**src/hw/rtl/lkt_pkg.sv**
```systemverilog
// lkt_pkg: sizes, register map and helper functions for the lru key tracker
// no dependencies; imported by every other file of the block

package lkt_pkg;

  // storage sizes
  localparam int DEPTH    = 16;
  localparam int KEY_BITS = 32;
  localparam int IDX_W    = (DEPTH > 1) ? $clog2(DEPTH) : 1;
  localparam int OCC_W    = $clog2(DEPTH + 1);

  // port field widths
  localparam int KEY_W   = 32;
  localparam int CNT_W   = 32;
  localparam int CFG_W   = 5;
  localparam int APB_DW  = 32;
  localparam int APB_AW  = 2;

  // register map
  localparam int         REG_MAX_ENTRIES = 0;
  localparam logic [CFG_W-1:0] MAX_ENTRIES_RST = CFG_W'(16);

  typedef logic [KEY_BITS-1:0] key_t;

  // per-cell control
  typedef struct packed {
    logic shift;  // take the neighbor's key this cycle
    logic live;   // cell position lies below the occupied count
  } lkt_cell_ctrl_t;

  // low key bits kept in storage
  function automatic key_t key_trim(input logic [KEY_W-1:0] k);
    logic [63:0] t;
    t = 64'(k);
    return t[KEY_BITS-1:0];
  endfunction

  // stored key widened or cut to the port width
  function automatic logic [KEY_W-1:0] key_out(input key_t k);
    logic [63:0] t;
    t = 64'(k);
    return t[KEY_W-1:0];
  endfunction

endpackage

```
**src/hw/rtl/lkt_in_if.sv**
```systemverilog
// lkt_in_if: request channel carrying one key per word
// depends on lkt_pkg

interface lkt_in_if;
  import lkt_pkg::*;

  logic             valid;
  logic             ready;
  logic [KEY_W-1:0] key;

  modport source (output valid, output key, input ready);
  modport sink (input valid, input key, output ready);
  modport monitor (input valid, input key, input ready);
endinterface

```
**src/hw/rtl/lkt_out_if.sv**
```systemverilog
// lkt_out_if: result channel, one word per request
// depends on lkt_pkg

interface lkt_out_if;
  import lkt_pkg::*;

  logic             valid;
  logic             ready;
  logic             hit;
  logic             evicted;
  logic [KEY_W-1:0] evicted_key;
  logic [CNT_W-1:0] miss_total;
  logic [CNT_W-1:0] access_total;

  modport source (output valid, output hit, output evicted, output evicted_key,
                  output miss_total, output access_total, input ready);
  modport sink (input valid, input hit, input evicted, input evicted_key,
                input miss_total, input access_total, output ready);
  modport monitor (input valid, input hit, input evicted, input evicted_key,
                   input miss_total, input access_total, input ready);
endinterface

```
**src/hw/rtl/lkt_cell.sv**
```systemverilog
// lkt_cell: one position of the recency stack, holds a key and compares it
// depends on lkt_pkg

module lkt_cell (
  input  logic                    clk_i,
  input  lkt_pkg::lkt_cell_ctrl_t ctrl_i,
  input  lkt_pkg::key_t           lookup_i,
  input  lkt_pkg::key_t           prev_key_i,
  output lkt_pkg::key_t           key_o,
  output logic                    match_o
);
  import lkt_pkg::*;

  key_t key_q;

  // shift in from the neighbor closer to the front
  always_ff @(posedge clk_i) begin
    if (ctrl_i.shift) begin
      key_q <= prev_key_i;
    end
  end

  // compare only while the position is occupied
  assign match_o = ctrl_i.live && (key_q == lookup_i);
  assign key_o   = key_q;

endmodule

```
**src/hw/rtl/lkt_cfg_regs.sv**
```systemverilog
// lkt_cfg_regs: apb register file holding the entry limit
// depends on lkt_pkg

module lkt_cfg_regs (
  input  logic                       clk_i,
  input  logic                       rst_ni,
  input  logic                       psel,
  input  logic                       penable,
  input  logic                       pwrite,
  input  logic [lkt_pkg::APB_AW-1:0] paddr,
  input  logic [lkt_pkg::APB_DW-1:0] pwdata,
  output logic [lkt_pkg::APB_DW-1:0] prdata,
  output logic                       pready,
  output logic [lkt_pkg::OCC_W-1:0]  limit_o
);
  import lkt_pkg::*;

  logic [CFG_W-1:0] max_entries_q;
  logic             wr_en;
  logic             sel_max;

  assign sel_max = (int'(paddr >> 2) == REG_MAX_ENTRIES);
  assign wr_en   = psel && penable && pwrite && sel_max;
  assign pready  = 1'b1;

  // limit register
  always_ff @(posedge clk_i or negedge rst_ni) begin
    if (!rst_ni) begin
      max_entries_q <= MAX_ENTRIES_RST;
    end else if (wr_en) begin
      max_entries_q <= pwdata[CFG_W-1:0];
    end
  end

  // read back
  assign prdata = sel_max ? APB_DW'(max_entries_q) : '0;

  // zero acts as one, values above the depth saturate
  always_comb begin
    if (max_entries_q == '0) begin
      limit_o = OCC_W'(1);
    end else if (int'(max_entries_q) > DEPTH) begin
      limit_o = OCC_W'(DEPTH);
    end else begin
      limit_o = OCC_W'(max_entries_q);
    end
  end

endmodule

```
**src/hw/rtl/lru_key_tracker.sv**
```systemverilog
// lru_key_tracker: top level, row of recency cells plus control and result register
// depends on lkt_pkg, lkt_in_if, lkt_out_if, lkt_cell, lkt_cfg_regs

// Usage
//   in_i carries one key per word; out_o returns one result word per key
//   (hit, evicted, evicted_key, miss_total, access_total).
//   Every key is compared against all 16 cells at once; on a hit the key
//   moves to the front, on a miss the last key may be evicted and the new
//   key is pushed in at the front. Cells shift toward the back together.
//   A result is registered and valid in the cycle after its key is accepted,
//   and one key is taken every cycle while out_o does not stall; the compare
//   and shift across the cell row set that rate.
//   When out_o stalls, the result is held and a new key is taken only in a
//   cycle where the held result leaves.
//   The apb port writes max_entries at address 0; the user must do so only
//   while the block is idle, which the block does not enforce. Reset empties the stack,
//   clears both counters and sets max_entries to 16; no clearing pass is needed.

module lru_key_tracker (
  input  logic                       clk_i,
  input  logic                       rst_ni,
  lkt_in_if.sink                     in_i,
  lkt_out_if.source                  out_o,
  input  logic                       psel,
  input  logic                       penable,
  input  logic                       pwrite,
  input  logic [lkt_pkg::APB_AW-1:0] paddr,
  input  logic [lkt_pkg::APB_DW-1:0] pwdata,
  output logic [lkt_pkg::APB_DW-1:0] prdata,
  output logic                       pready
);
  import lkt_pkg::*;

  logic [OCC_W-1:0] limit;
  logic [OCC_W-1:0] occ_q, occ_d, occ_kept;
  logic [CNT_W-1:0] miss_q, access_q, miss_d, access_d;
  logic             accept;
  logic             hit, drop;
  logic [IDX_W-1:0] pos, upto, bound, last_idx;
  key_t             lookup;
  key_t             cell_key [DEPTH];
  key_t             prev_key [DEPTH];
  logic [DEPTH-1:0] match;
  lkt_cell_ctrl_t   ctrl [DEPTH];

  logic             out_valid_q;
  logic             hit_q, evicted_q;
  logic [KEY_W-1:0] evicted_key_q;

  // configuration
  lkt_cfg_regs u_cfg (
    .clk_i   (clk_i),
    .rst_ni  (rst_ni),
    .psel    (psel),
    .penable (penable),
    .pwrite  (pwrite),
    .paddr   (paddr),
    .pwdata  (pwdata),
    .prdata  (prdata),
    .pready  (pready),
    .limit_o (limit)
  );

  // handshake: the result register frees as it is taken
  assign in_i.ready = !out_valid_q || out_o.ready;
  assign accept     = in_i.valid && in_i.ready;
  assign lookup     = key_trim(in_i.key);

  // row of cells, cell zero loads the incoming key
  for (genvar j = 0; j < DEPTH; j++) begin : g_cell
    if (j == 0) begin : g_front
      assign prev_key[j] = lookup;
    end else begin : g_body
      assign prev_key[j] = cell_key[j-1];
    end

    assign ctrl[j].shift = accept && (int'(bound) >= j);
    assign ctrl[j].live  = (int'(occ_q) > j);

    lkt_cell u_cell (
      .clk_i      (clk_i),
      .ctrl_i     (ctrl[j]),
      .lookup_i   (lookup),
      .prev_key_i (prev_key[j]),
      .key_o      (cell_key[j]),
      .match_o    (match[j])
    );
  end

  // first matching position
  always_comb begin
    pos = '0;
    for (int i = DEPTH - 1; i >= 0; i--) begin
      if (match[i]) begin
        pos = IDX_W'(i);
      end
    end
  end

  // hit, eviction and shift boundary
  always_comb begin
    hit      = |match;
    drop     = !hit && (occ_q >= limit) && (occ_q != '0);
    occ_kept = drop ? (occ_q - OCC_W'(1)) : occ_q;
    last_idx = IDX_W'(occ_q - OCC_W'(1));
    if (int'(occ_kept) >= DEPTH - 1) begin
      upto = IDX_W'(DEPTH - 1);
    end else begin
      upto = IDX_W'(occ_kept);
    end
    bound = hit ? pos : upto;
    if (hit || int'(occ_kept) >= DEPTH) begin
      occ_d = occ_kept;
    end else begin
      occ_d = occ_kept + OCC_W'(1);
    end
    access_d = access_q + CNT_W'(1);
    miss_d   = hit ? miss_q : (miss_q + CNT_W'(1));
  end

  // occupancy and counters
  always_ff @(posedge clk_i or negedge rst_ni) begin
    if (!rst_ni) begin
      occ_q    <= '0;
      miss_q   <= '0;
      access_q <= '0;
    end else if (accept) begin
      occ_q    <= occ_d;
      miss_q   <= miss_d;
      access_q <= access_d;
    end
  end

  // result register control
  always_ff @(posedge clk_i or negedge rst_ni) begin
    if (!rst_ni) begin
      out_valid_q <= 1'b0;
    end else if (accept) begin
      out_valid_q <= 1'b1;
    end else if (out_o.ready) begin
      out_valid_q <= 1'b0;
    end
  end

  // result register payload
  always_ff @(posedge clk_i) begin
    if (accept) begin
      hit_q         <= hit;
      evicted_q     <= drop;
      evicted_key_q <= drop ? key_out(cell_key[last_idx]) : '0;
    end
  end

  assign out_o.valid        = out_valid_q;
  assign out_o.hit          = hit_q;
  assign out_o.evicted      = evicted_q;
  assign out_o.evicted_key  = evicted_key_q;
  assign out_o.miss_total   = miss_q;
  assign out_o.access_total = access_q;

endmodule

```
**src/flat_wrapper.sv**
```systemverilog
// flat-port wrapper written by rule: the top's interface ports become plain ports
module lru_key_tracker_flat import lkt_pkg::*;
  (clk_i, rst_ni, psel, penable, pwrite, paddr, pwdata, prdata, pready, in_i_valid, in_i_key, in_i_ready, out_o_valid, out_o_hit, out_o_evicted, out_o_evicted_key, out_o_miss_total, out_o_access_total, out_o_ready);
  lkt_in_if in_i_i ();
  lkt_out_if out_o_i ();
  input  logic clk_i;
  input  logic rst_ni;
  input  logic psel;
  input  logic penable;
  input  logic pwrite;
  input  logic [lkt_pkg::APB_AW-1:0] paddr;
  input  logic [lkt_pkg::APB_DW-1:0] pwdata;
  output logic [lkt_pkg::APB_DW-1:0] prdata;
  output logic pready;
  input wire logic [$bits(in_i_i.valid)-1:0] in_i_valid;
  input wire logic [$bits(in_i_i.key)-1:0] in_i_key;
  output wire logic [$bits(in_i_i.ready)-1:0] in_i_ready;
  output wire logic [$bits(out_o_i.valid)-1:0] out_o_valid;
  output wire logic [$bits(out_o_i.hit)-1:0] out_o_hit;
  output wire logic [$bits(out_o_i.evicted)-1:0] out_o_evicted;
  output wire logic [$bits(out_o_i.evicted_key)-1:0] out_o_evicted_key;
  output wire logic [$bits(out_o_i.miss_total)-1:0] out_o_miss_total;
  output wire logic [$bits(out_o_i.access_total)-1:0] out_o_access_total;
  input wire logic [$bits(out_o_i.ready)-1:0] out_o_ready;
  assign in_i_i.valid = in_i_valid;
  assign in_i_i.key = in_i_key;
  assign in_i_ready = in_i_i.ready;
  assign out_o_valid = out_o_i.valid;
  assign out_o_hit = out_o_i.hit;
  assign out_o_evicted = out_o_i.evicted;
  assign out_o_evicted_key = out_o_i.evicted_key;
  assign out_o_miss_total = out_o_i.miss_total;
  assign out_o_access_total = out_o_i.access_total;
  assign out_o_i.ready = out_o_ready;
  lru_key_tracker u_core (.clk_i(clk_i), .rst_ni(rst_ni), .in_i(in_i_i), .out_o(out_o_i), .psel(psel), .penable(penable), .pwrite(pwrite), .paddr(paddr), .pwdata(pwdata), .prdata(prdata), .pready(pready));
endmodule
```
**config.mk**
```make
export PLATFORM = sky130hd
export DESIGN_NAME = lru_key_tracker_flat
export DESIGN_NICKNAME = d
export VERILOG_FILES = /design/src/hw/rtl/lkt_pkg.sv /design/src/hw/rtl/lkt_in_if.sv /design/src/hw/rtl/lkt_out_if.sv /design/src/hw/rtl/lkt_cell.sv /design/src/hw/rtl/lkt_cfg_regs.sv /design/src/hw/rtl/lru_key_tracker.sv /design/src/flat_wrapper.sv
export SDC_FILE = /design/constraint.sdc
export NUM_CORES = 1
export LEC_CHECK = 0
export BUFFER_PORTS_ARGS = -buffer_cell sky130_fd_sc_hd__clkbuf_2
export CORE_MARGIN = 2
export CORE_UTILIZATION = 50
export CTS_CLUSTER_DIAMETER = 100
export DETAILED_ROUTE_END_ITERATION = 10
export MAX_ROUTING_LAYER = met4
export PLACE_DENSITY = 0.64
export SLEW_MARGIN = 20
export SYNTH_ARGS = -nofsm -noshare
export SYNTH_HDL_FRONTEND = slang
export SYNTH_SLANG_ARGS = --single-unit
```
**constraint.sdc**
```tcl
create_clock -name clk_i -period 7.5 [get_ports clk_i]
set_input_delay 0.75 -clock clk_i [delete_from_list [all_inputs] [get_ports clk_i]]
set_output_delay 0.75 -clock clk_i [all_outputs]
set_load 0.05 [all_outputs]
```
==> impl_metrics.yaml, run 1 <==
run_status:
  outcome: "finished clean"
power:
  power.total_mw: 14.2
  peakVddDrop_mv: 0.529
  p_leak_nw: 12.3
  p_per_area_nw_per_um2: 396
setup_path:
  cp.arrival_ns: 7.03
  worst_path_most_repeated_cell: "ha_1"
  critical_path_buf_inv_count: 2
  reg2reg_from: "u_core.occ_q[1]"
  crit_slowest_cell: "a21oi_4"
  r2r_cells: 18
  path_max_fanout: 22
  cp-end-kind: "flip-flop"
  path_delay_family: "compound AO/OA/AOI/OAI gates"
  worstSetupPathType: "reg2reg"
  reg2reg_slack_ns: 0.78
  cp-start-kind: "flip-flop"
  required_ns: 7.81
  worst_r2r_endpoint: "u_core.g_cell[9].u_cell.key_o[2]"
  path_cells: "inv_1 > ha_1 > o21ba_2 > a31oi_1 > nor3_1 > and3_1 > nor4_2 > nor2b_2 > nand3_2 > mux2i_1 > ha_1 > a21boi_0 > ha_1 > nor2_1 > a31o_2 > a21o_1 > a21oi_4 > buf_4"
  slowest_delay_ns: 0.80
sta:
  tightest_slew_ns: 1.03
  setup_violations: 0
  hold_viol: 0
  rsz0062_at_grt: "false"
  min_period_ns: 6.72
  clock.fmax_mhz: 149
  slew_headroom: 0.308
  skew_ns: 0.0239
  drv_slew: 0
  setup_tns_ns: 0
  layout_worst_path_cycle_share: 0.896
cts:
  insertion_delay_ns: 0.63
  cts_buffers: 72
  post_cts_buffers: 0
  htreeDepth: 3
  cts_max_path_buffers: 3
  cts.reportedPaths.clkPinSlew_ns: 0.06
  cts.repair.resized: 0
  clock-sinks: 621
  root_buffer: "clkbuf_16"
  cts_tree: "yes"
  cts_hold_buf: 0
placement:
  hpwl_um: 78500
  place_congestion: 1.05
  place_area_um2: 33500
  portBuffers: 148
yosys:
  ys_types: 77
  syn-cell-area_um2: 32000
  syn_area_per_cell_um2: 14.4
  synth_commonest_cells: "edfxtp_1 (546), xnor2_1 (353), xor2_1 (232)"
  syn_inst: 2218
  synth-seq-area-share: 0.571
  synthArstFlopShare: 0.121
  synth_area_leader_cell: "edfxtp_1"
  yosys_register_bits: 621
  yosysTopAreaCellShare: 0.513
  synth_edf_count: 546
  synth_area_leaders: "edfxtp_1 (51%), xnor2_1 (9.7%), mux4_2 (9.0%)"
  ys.flop_type: "edfxtp_1"
  yosys_warnings: 0
  synth_most_common_cell: "edfxtp_1"
floorplanning:
  rows: 92
  die_x_um: 257
  coreArea_um2: 63200
  die_h_um: 257
  num_io_pins: 206
  die_area_um2: 66000
  start_util: 0.506
hold_path:
  worstHoldPathType: "in2async"
routing:
  wl_per_cell_um: 31.5
  ant_nets: 0
  drt_iter0_markers: 2676
  drt-total-wl_um: 103000
  vias: 20600
  via_per_inst: 6.28
  drtPass1Iterations: 5
  drc: 0
grt:
  grtUsageMet3: 0.0432
  gr-usage-met2: 0.500
  grt_pass1_wl_um: 145000
  grt.met1_usage: 0.420
  top_usage_layer: "met2"
  track_usage: 0.321
  overflow: 0
  grt_max_degree: 89
  grt_pass1_vias: 20000
  antenna_found_initial: 1
layout:
  area_growth_pct: 12.1
  final_layout_size_suffix_gt1_frac: 0.202
  nets: 2456
  fill_cells: 5103
  fin_area_um2: 35800
flow_run:
  cap_violations: 0
where the power goes:
| part | switching [mW] | total [mW] | internal (mW) | leakage [nW] |
|---|---|---|---|---|
| Clock | 1.47 | 3.50 | 2.03 | 1.13 |
| Sequential | 0.515 | 5.12 | 4.61 | 6.21 |
| Combinational | 3.57 | 5.57 | 2.00 | 4.99 |
registers in the layout, indices dropped and copies added, names as in the netlist:
name	count
u_core.out_o.miss_total	32
u_core.out_o.evicted	1
u_core.u_cfg.max_entries_q	5
u_core.occ_q	5
u_core.out_o.access_total	32
u_core.g_cell.u_cell.key_o	512
u_core.out_o.hit	1
u_core.out_o.evicted_key	32
u_core.out_o.valid	1
per-layer routing:
layer  up-vias  part of all wire
li1       8736                 -
met1     10600              0.40
met2      1016              0.47
met3       219             0.070
met4         0             0.056
met5         -                 0
area by class of cell:
| class | instances | area [µm²] | area share |
|---|---|---|---|
| Clock inverter | 44 | 413 | 0.0115 |
| Timing Repair Buffer | 210 | 1260 | 0.0351 |
| Multi-Input combinational cell | 1450 | 12900 | 0.359 |
| Tap cell | 846 | 1060 | 0.0295 |
| Antenna cell | 2 | 5.00 | 0.000140 |
| Clock buffer | 88 | 1900 | 0.0531 |
| Inverter | 14 | 55.1 | 0.00154 |
| Sequential cell | 621 | 18300 | 0.510 |
how the worst max path moves through the flow:
| stage | startpoint | slack [ns] | depth (start not counted) | endpoint |
|---|---|---|---|---|
| final | u_core.occ_q[1] | 0.78 | 18 | u_core.g_cell[9].u_cell.key_o[2] |
| after global routing | u_core.occ_q[1] | 0.49 | 19 | u_core.g_cell[2].u_cell.key_o[1] |
| after CTS | u_core.occ_q[1] | 0.90 | 18 | u_core.g_cell[9].u_cell.key_o[6] |
| after detailed placement | in_i_key[15] | 0.80 | 18 | u_core.g_cell[2].u_cell.key_o[31] |
| after global placement | in_i_key[15] | 1.06 | 18 | u_core.g_cell[2].u_cell.key_o[5] |
| after floorplan | in_i_key[30] | 0.77 | 19 | u_core.g_cell[15].u_cell.key_o[0] |
cells by family after synthesis:
| family | after synthesis | share of synthesized area |
|---|---|---|
| compound gates | 134 | 0.0301 |
| xor+xnor | 585 | 0.160 |
| fa+ha+maj | 14 | 0.00548 |
| buf+inv | 173 | 0.0344 |
| flops | 621 | 0.571 |
| mux | 168 | 0.103 |
| other cells | 2 | 0.000235 |
| simple gates | 521 | 0.0952 |
stage by stage:
step / setup WS [ns] / util / hold slack, ns / std cells
2_1_floorplan: 0.771 / - / 0.454 / 2244
3_3_place_gp: 1.06 / 0.530 / 0.460 / 3141
3_5_place_dp: 0.804 / 0.530 / 0.466 / 3141
4_1_cts: 0.897 / 0.567 / 0.311 / 3273
5_1_grt: 0.488 / 0.567 / 0.339 / 3274
6_report: 0.778 / 0.567 / 0.281 / 3275
cell usage in the layout, fill, tap and decap left out, types with 28 or more instances in the layout:
cell and instances:
nor2_1 39, buf_4 59, nor2b_1 33, nand4_1 124
nor4_1 93, conb_1 28, dfrtp_1 73, a211oi_1 66
xor2_1 231, clkbuf_16 73, mux4_2 128, mux2i_1 35
clkbuf_2 147, nand2_1 68, xnor2_1 353, nand3_1 50
edfxtp_1 546
worst register-to-register path: cells and delay by family (launching register included):
family | cells | cell delay (ns)
flops | 1 | 0.37
mux | 1 | 0.28
compound gates | 6 | 2.38
fa+ha+maj | 3 | 0.83
buf+inv | 2 | 0.57
simple gates | 6 | 1.99
Power figures use the tool's default switching activity.
==> inputs of run 2 (changes only) <==
Settings changed: GPL_TIMING_DRIVEN from default to 0.
==> run 2 against run 1 <==
Wire length up 13%. Setup slack worse by 0.59 ns. Maximum frequency decreased by 8.1%. Register-to-register slack got worse by 0.52 ns. Critical path depth grew 7. Clock-buffer cell count is 6 higher. Cell area increased by 2.7%. Critical path type is now in2reg. Critical endpoint is now u_core.g_cell[14].u_cell.key_o[6].
==> impl_metrics.yaml, run 2 (synthesized netlist as in run 1, its figures left out) <==
sta:
  drv_slew: 0
  hold_viol: 0
  whs_ns: 0.0757
  setup_violations: 0
  rsz0062_at_grt: "false"
  min_period_ns: 7.31
  layout_worst_path_cycle_share: 0.975
  skew_ns: 0.0291
  setup_tns_ns: 0
  tightest_slew_ns: 1.09
  clock.fmax_mhz: 137
  slew_headroom: 0.274
layout:
  final_cell_mix: "edfxtp_1 (546), xnor2_1 (353), xor2_1 (232), clkbuf_2 (150), mux4_2 (128)"
  nets: 2582
  diodes: 0
  fill_cells: 5008
  final_layout_size_suffix_gt1_frac: 0.219
  area_growth_pct: 15.1
  utilization: 0.582
  stdcell_count: 3395
  final_common_cell: "edfxtp_1"
  largest_reg_flops: 512
  multiInputGateArea_um2: 12900
  seqCellArea_um2: 18300
setup_path:
  worst_path_most_repeated_cell: "buf_6"
  path_delay_family: "simple AND/OR/NAND/NOR gates"
  reg2reg_from: "u_core.occ_q[1]"
  worst_r2r_endpoint: "u_core.g_cell[14].u_cell.key_o[6]"
  required_ns: 7.83
  critical_path_buf_inv_count: 10
  worstSetupPathType: "in2reg"
  cp-start-kind: "input pin"
  reg2reg_slack_ns: 0.26
  crit_slowest_cell: "nor4_1"
  slowest_delay_ns: 0.89
  r2r_cells: 25
  path_max_fanout: 10
  cp-end-kind: "flip-flop"
  cp.arrival_ns: 7.65
cts:
  cts_hold_buf: 0
  cts_buffers: 71
  htreeDepth: 3
  cts_max_path_buffers: 3
  cts_tree: "yes"
  clock-sinks: 621
  insertion_delay_ns: 0.63
  cts.reportedPaths.clkPinSlew_ns: 0.06
  root_buffer: "clkbuf_16"
hold_path:
  worstHoldPathType: "in2async"
routing:
  drt-total-wl_um: 116000
  via_per_inst: 6.31
  ant_nets: 0
  drc: 0
  drtPass1Iterations: 5
  wl_per_cell_um: 34.2
  vias: 21400
  drt_iter0_markers: 2517
floorplanning:
  die_h_um: 257
  die_area_um2: 66000
  rows: 92
  num_io_pins: 206
  die_x_um: 257
  coreArea_um2: 63200
  start_util: 0.506
power:
  power.total_mw: 14.5
  power.share.clock: 0.236
  p_per_area_nw_per_um2: 395
  internal_power_mw: 8.69
  power_frac_seq: 0.351
  p_leak_nw: 12.8
  switchingPower_mw: 5.85
  pwr-share-comb: 0.413
  power.share.switching: 0.402
  peakVddDrop_mv: 0.227
placement:
  placed_cells: 3267
  place_congestion: 1.08
  portBuffers: 148
  hpwl_um: 93800
grt:
  grt_max_degree: 68
  overflow: 0
  antenna_found_initial: 1
  grt_pass1_vias: 20800
  track_usage: 0.363
  grt_pass1_wl_um: 161000
flow_run:
  cap_violations: 0
run_status:
  outcome: "finished clean"
[run 2: changes by cell type in the layout (fill, tap and decap cells not counted), moves of 2 or more]
cell / delta
buf_6: +29
clkbuf_2: +3
clkinv_2: -2
buf_1: +14
buf_4: +16
buf_16: +13
diode_2: -2
clkinv_1: -5
clkbuf_1: +44
buf_2: +14
[run 2: repair_timing]
item,in CTS,in global routing
setup endpoints to repair,72,20
buffers inserted,2,0
gates resized for setup,1,5
pin swaps,1,0
[run 2: through the flow]
step | setup slack, ns | cell area [µm²]
after floorplan | 0.771 | 32100
after global placement | -3.29 | 33900
after detailed placement | -0.534 | 34500
after CTS | 0.221 | 36800
after global routing | 0.0237 | 36800
final | 0.186 | 36800
[run 2: layer usage]
metal,vias up,part of all wire,GRT usage
li1,8981,-,-
met1,11000,0.39,0.475
met2,1244,0.47,0.561
met3,222,0.079,0.0523
met4,0,0.057,0.177
met5,-,0,-
[run 2: power groups by stage]
| stage | registers, mW | logic, mW | clock network, mW |
|---|---|---|---|
| final | 5.10 | 6.00 | 3.44 |
| after global routing | 5.16 | 6.19 | 3.59 |
| after CTS | 5.08 | 5.92 | 3.46 |
| after detailed placement | 5.15 | 5.89 | 0 |
| after global placement | 5.17 | 5.74 | 0 |
| after floorplan | 5.47 | 3.25 | 0 |
[run 2: layout make-up]
type                    count  area share
clock buffers              94      0.0520
flip-flops and latches    621       0.497
well taps                 846      0.0288
clock inverters            33     0.00843
repair buffers            179      0.0349
multi-input cells        1450       0.349
inverters                  14     0.00156
plain buffers             158      0.0285
[run 2: worst max-delay path by stage]
stage,start,endpoint,cells past startpoint
2_1_floorplan,in_i_key[30],u_core.g_cell[15].u_cell.key_o[0],19
3_3_place_gp,in_i_key[12],u_core.g_cell[13].u_cell.key_o[6],19
3_5_place_dp,in_i_key[12],u_core.g_cell[15].u_cell.key_o[31],23
4_1_cts,u_core.occ_q[1],u_core.g_cell[15].u_cell.key_o[5],24
5_1_grt,u_core.occ_q[0],u_core.g_cell[14].u_cell.key_o[30],24
6_report,in_i_key[12],u_core.g_cell[14].u_cell.key_o[6],25
